<file path="src/rtl/core/gsm_pkg.sv">
// ----------------------------------------------------------------------------
// gsm_pkg
// shared types and constants of the greedy score matching block
// ----------------------------------------------------------------------------
package gsm_pkg;

    localparam int CFG_IDX_W  = 2;
    localparam int CFG_DATA_W = 32;
    localparam int THR_W      = 32;
    localparam int COUNT_W    = 5;
    localparam int FIELD_IDX_W = 4;

    localparam logic [CFG_IDX_W-1:0] CFG_THRESHOLD    = 2'd0;
    localparam logic [CFG_IDX_W-1:0] CFG_LANDMARKS    = 2'd1;
    localparam logic [CFG_IDX_W-1:0] CFG_MEASUREMENTS = 2'd2;

    // control from the scan sequencer to the best-pair search
    typedef struct packed {
        logic clear;
        logic sample;
        logic row_free;
        logic col_free;
    } t_scan_ctl;

endpackage

</file>
<file path="src/rtl/core/gsm_search.sv">
// ----------------------------------------------------------------------------
// gsm_search
// keeps the best free pair above threshold seen during one scan of the store
// ----------------------------------------------------------------------------
module gsm_search
    import gsm_pkg::*;
#(
    parameter int SCORE_WIDTH = 32,
    parameter int RW = 4,
    parameter int CW = 4
) (
    input  logic                   i_clk,
    input  logic                   i_rst_n,
    input  t_scan_ctl              i_ctl,
    input  logic [SCORE_WIDTH-1:0] i_score,
    input  logic [THR_W-1:0]       i_threshold,
    input  logic [RW-1:0]          i_row,
    input  logic [CW-1:0]          i_col,
    output logic                   o_found,
    output logic [RW-1:0]          o_best_row,
    output logic [CW-1:0]          o_best_col
);

    localparam int CMPW = (SCORE_WIDTH > THR_W) ? SCORE_WIDTH : THR_W;

    logic                   r_found;
    logic [SCORE_WIDTH-1:0] r_best;
    logic [RW-1:0]          r_best_row;
    logic [CW-1:0]          r_best_col;
    logic                   above_thr;
    logic                   beats_best;
    logic                   take;

    assign above_thr  = CMPW'(i_score) > CMPW'(i_threshold);
    assign beats_best = !r_found || (i_score > r_best);
    // strict compare in row-major order keeps the lower index on ties
    assign take = i_ctl.sample && i_ctl.row_free && i_ctl.col_free && above_thr && beats_best;

    always_ff @(posedge i_clk) begin
        if (!i_rst_n) begin
            r_found <= 1'b0;
        end else if (i_ctl.clear) begin
            r_found <= 1'b0;
        end else if (take) begin
            r_found <= 1'b1;
        end
    end

    always_ff @(posedge i_clk) begin
        if (take) begin
            r_best     <= i_score;
            r_best_row <= i_row;
            r_best_col <= i_col;
        end
    end

    assign o_found    = r_found;
    assign o_best_row = r_best_row;
    assign o_best_col = r_best_col;

endmodule

</file>
<file path="config.mk">
export PLATFORM = sky130hd
export DESIGN_NAME = gsm_search
export DESIGN_NICKNAME = d
export VERILOG_FILES = /design/src/rtl/core/gsm_pkg.sv /design/src/rtl/core/gsm_search.sv
export SDC_FILE = /design/constraint.sdc
export NUM_CORES = 1
export LEC_CHECK = 0
export ABC_AREA = 0
export BUFFER_PORTS_ARGS = -buffer_cell sky130_fd_sc_hd__clkbuf_2
export CORE_ASPECT_RATIO = 0.75
export CORE_UTILIZATION = 45
export CTS_CLUSTER_DIAMETER = 30
export DETAILED_ROUTE_END_ITERATION = 8
export GPL_ROUTABILITY_DRIVEN = 0
export PLACE_DENSITY = 0.75
export SLEW_MARGIN = 25
export SYNTH_ARGS = -nofsm -noshare
export SYNTH_HDL_FRONTEND = slang
export SYNTH_SLANG_ARGS = --single-unit
export TNS_END_PERCENT = 50
</file>
<file path="constraint.sdc">
create_clock -name i_clk -period 6.6 [get_ports i_clk]
set_input_delay 0.99 -clock i_clk [delete_from_list [all_inputs] [get_ports i_clk]]
set_output_delay 0.99 -clock i_clk [all_outputs]
set_load 0.1 [all_outputs]
</file>
==> metrics.md <==
| Metric | Value |
|---|---|
| Antenna cells | `0` |
| Setup slack after placement | `approximately 2.7 ns` |
| Detailed Route Iter0 Violations | `65` |
| Critical Path AT | `3.54 ns` |
| I/O pins | `87` |
| CTS Buf Count | `5` |
| Root buffer cell | `clkbuf_8` |
| Area grow syn2layout | `22.0%` |
| Met2 usage | `0.307` |
| Largest net degree at the start of global routing | `30` |
| Final TNS setup | `0 ns` |
| H-tree levels | `2` |
| Post-CTS setup buffers | `0` |
| Outcome | `finished, final reports clean` |
| RSZ-0062 raised after global routing | `false` |
| Final period utilization | `0.544` |
| Cell Pwr Density | `around 160 nW/um^2` |
| CTS tree | `done` |
| Register area share after synthesis | `0.427` |
| Post-synthesis register bit count | `41` |
| Slew @ Worst Pin | `around 0.65 ns` |
| CP bufs+invs | `2` |
| Grt met1 use | `0.244` |
| Final ANT Viol Nets | `0` |
| Critical path endpoint category | `flip-flop` |
| Die H | `roughly 71 um` |
| Slowest CP cell | `a221oi_4` |
| Final WS setup | `3.01 ns` |
| Top cell type's share of synthesized area | `0.420` |
| Port bufs | `86` |
| Total GRT Usage | `0.183` |
| Worst min-delay path category | `reg2reg` |
| Worst-path cell chain | `clkbuf_2 -> ha_1 -> nand4_1 -> o311ai_1 -> a2111oi_1 -> o32a_2 -> a221oi_4 -> buf_4` |
| Count of different cell masters after synthesis | `31` |
| CP max stage delay | `approximately 0.53 ns` |
| Initial core utilization | `0.478` |
| Vias | `2,194` |
| Core area | `~6000 um^2` |
| Overflow after GRT | `0` |
| Synth Net Count | `414` |
| Finish-stage setup viols | `0` |
| Longest Clk Path Bufs | `2` |
| Initial antenna violation count | `0` |
| Share of cells above drive strength 1 | `0.267` |
| Clock Latency Late Sink | `0.29 ns` |
| Hold WS | `0.508 ns` |
| DRC Markers | `0` |
| Fill cells | `547` |
| Overall die area | `~6700 um^2` |
| Leak | `0.00181 uW` |
| Tmin final | `roughly 3.6 ns` |
| Max-cap violations | `0` |
| CP Data Required Time | `6.55 ns` |
| WL final | `approximately 5700 um` |
| Nets | `508` |
| CTS hold repair buffers | `0` |
| DP HPWL | `4840 um` |
| Die width | `94.0 um` |
| TritonRoute pass-1 iters | `4` |
| Area leader, netlist | `edfxtp_1` |
| Vias in the first global route | `2,201` |
| Syn_area_per_cell | `10.5 um^2` |
| YS warnings | `0` |
| Max frequency | `0.279 GHz` |
| Rel. slew slack | `0.566` |
| Via density | `around 5` |
| Synth top area cells | `edfxtp_1, ha_1, inv_1` |
| CP Launch Type | `primary input` |
| Global-route wire length before repair | `about 9300 um` |
| Crit path kind | `in2reg` |
| Layout Skew | `0.00393 ns` |
| # clock sinks | `roughly 40` |
| CP delay by family, top | `compound AO/OA/AOI/OAI gates` |
| Post-cts sizing count | `0` |
| Synth Instances | `272` |
| Seq. cell area | `1220 um^2` |
| # rows | `24` |
| Gr busiest metal | `met2` |
| Worst-case vdd ir drop | `0.0705 mV` |
| Final Max Tran Viols | `0` |
| Synth Cell Area | `about 2900 um^2` |
| Avg WL per Cell | `around 13 um` |
| Multi-input logic area | `between 1000 and 1500 um^2` |
| Clk slew on worst S/H paths | `approximately 0.07 ns` |
| Final hold violation count | `0` |
| Met3 GRT Util | `0.0366` |
| Critical path fanouts, max | `29` |
[logic make-up (layout without fill, tap and decap cells)]
family | count (synthesis) | in the layout | share of synthesized area
AOI/OAI and AO/OA | 48 | 48 | 0.109
adders and majority gates | 64 | 64 | 0.280
buffers and inverters | 65 | 160 | 0.0853
DFF | 41 | 41 | 0.427
and+or+nand+nor | 54 | 54 | 0.0980
[sequential cells by signal, indices dropped and copies added, names as in the netlist]
| signal | cells |
|---|---|
| r_best | 32 |
| o_best_col | 4 |
| o_best_row | 4 |
| o_found | 1 |
[synthesized netlist by cell type, drive strengths merged]
library cell   n
inv           65
ha            64
edfxtp        40
a21oi         23
nand4         12
nand2         11
nand3         10
nor2           8
a21o           7
o21ai          5
a211oi         4
a221oi         2
nor2b          2
nor3           2
nor4           2
or3            2
a2111oi        1
a21boi         1
a221o          1
and2b          1
and3           1
and4           1
dfxtp          1
nand2b         1
o211ai         1
o311ai         1
o31ai          1
o32a           1
or2            1
[final timing paths]
| check | cells after the start | to | slack, ns | startpoint |
|---|---|---|---|---|
| setup / recovery | 8 | o_best_row[1] | 3.01 | i_score[23] |
| hold / removal | 2 | o_found | 0.51 | o_found |
| setup reg to reg | 8 | o_best_row[1] | 3.51 | r_best[30] |
| hold reg to reg | 2 | o_found | 0.51 | o_found |
[metrics by stage]
stage	cell area [um^2]	util	cells	power [uW]
after global placement	3410	0.570	437	406
after CTS	3490	0.584	445	564
after detailed placement	3410	0.570	437	410
after global routing	3490	0.584	445	590
after floorplan	2860	-	272	362
final	3490	0.584	445	560
[worst min-delay path: cells and delay by family, from the launching register on]
family	cells	cell delay, ns
buf+inv	1	0.08
compound gates	1	0.05
flops	1	0.34
[area by class of cell]
type,instances,area share
inverter,65,0.0700
multi-input combinational,166,0.403
clock buffer,5,0.0197
sequential,41,0.350
timing repair buffer,87,0.126
clock inverter,3,0.00359
tap,78,0.0280
[cells in the final DEF, fill, tap and decap left out, drive strengths merged, types with 3 or more instances in the layout]
cell type  Yosys  final
clkbuf         0     91
inv           65     65
ha            64     64
edfxtp        40     40
a21oi         23     23
nand4         12     12
nand2         11     11
nand3         10     10
nor2           8      8
a21o           7      7
o21ai          5      5
a211oi         4      4
clkinv         0      3
[routing by layer]
layer  up-vias  routed length, um
met2        65               2480
met3         5                282
met5         -                  0
met1       966               2880
li1       1158                  -
met4         0                 36
[power breakdown]
group	switching, uW	internal, uW
Sequential	1.20	292
Clock	85.3	71.3
Combinational	61.7	49.0
(Power assumes the default switching activity.)
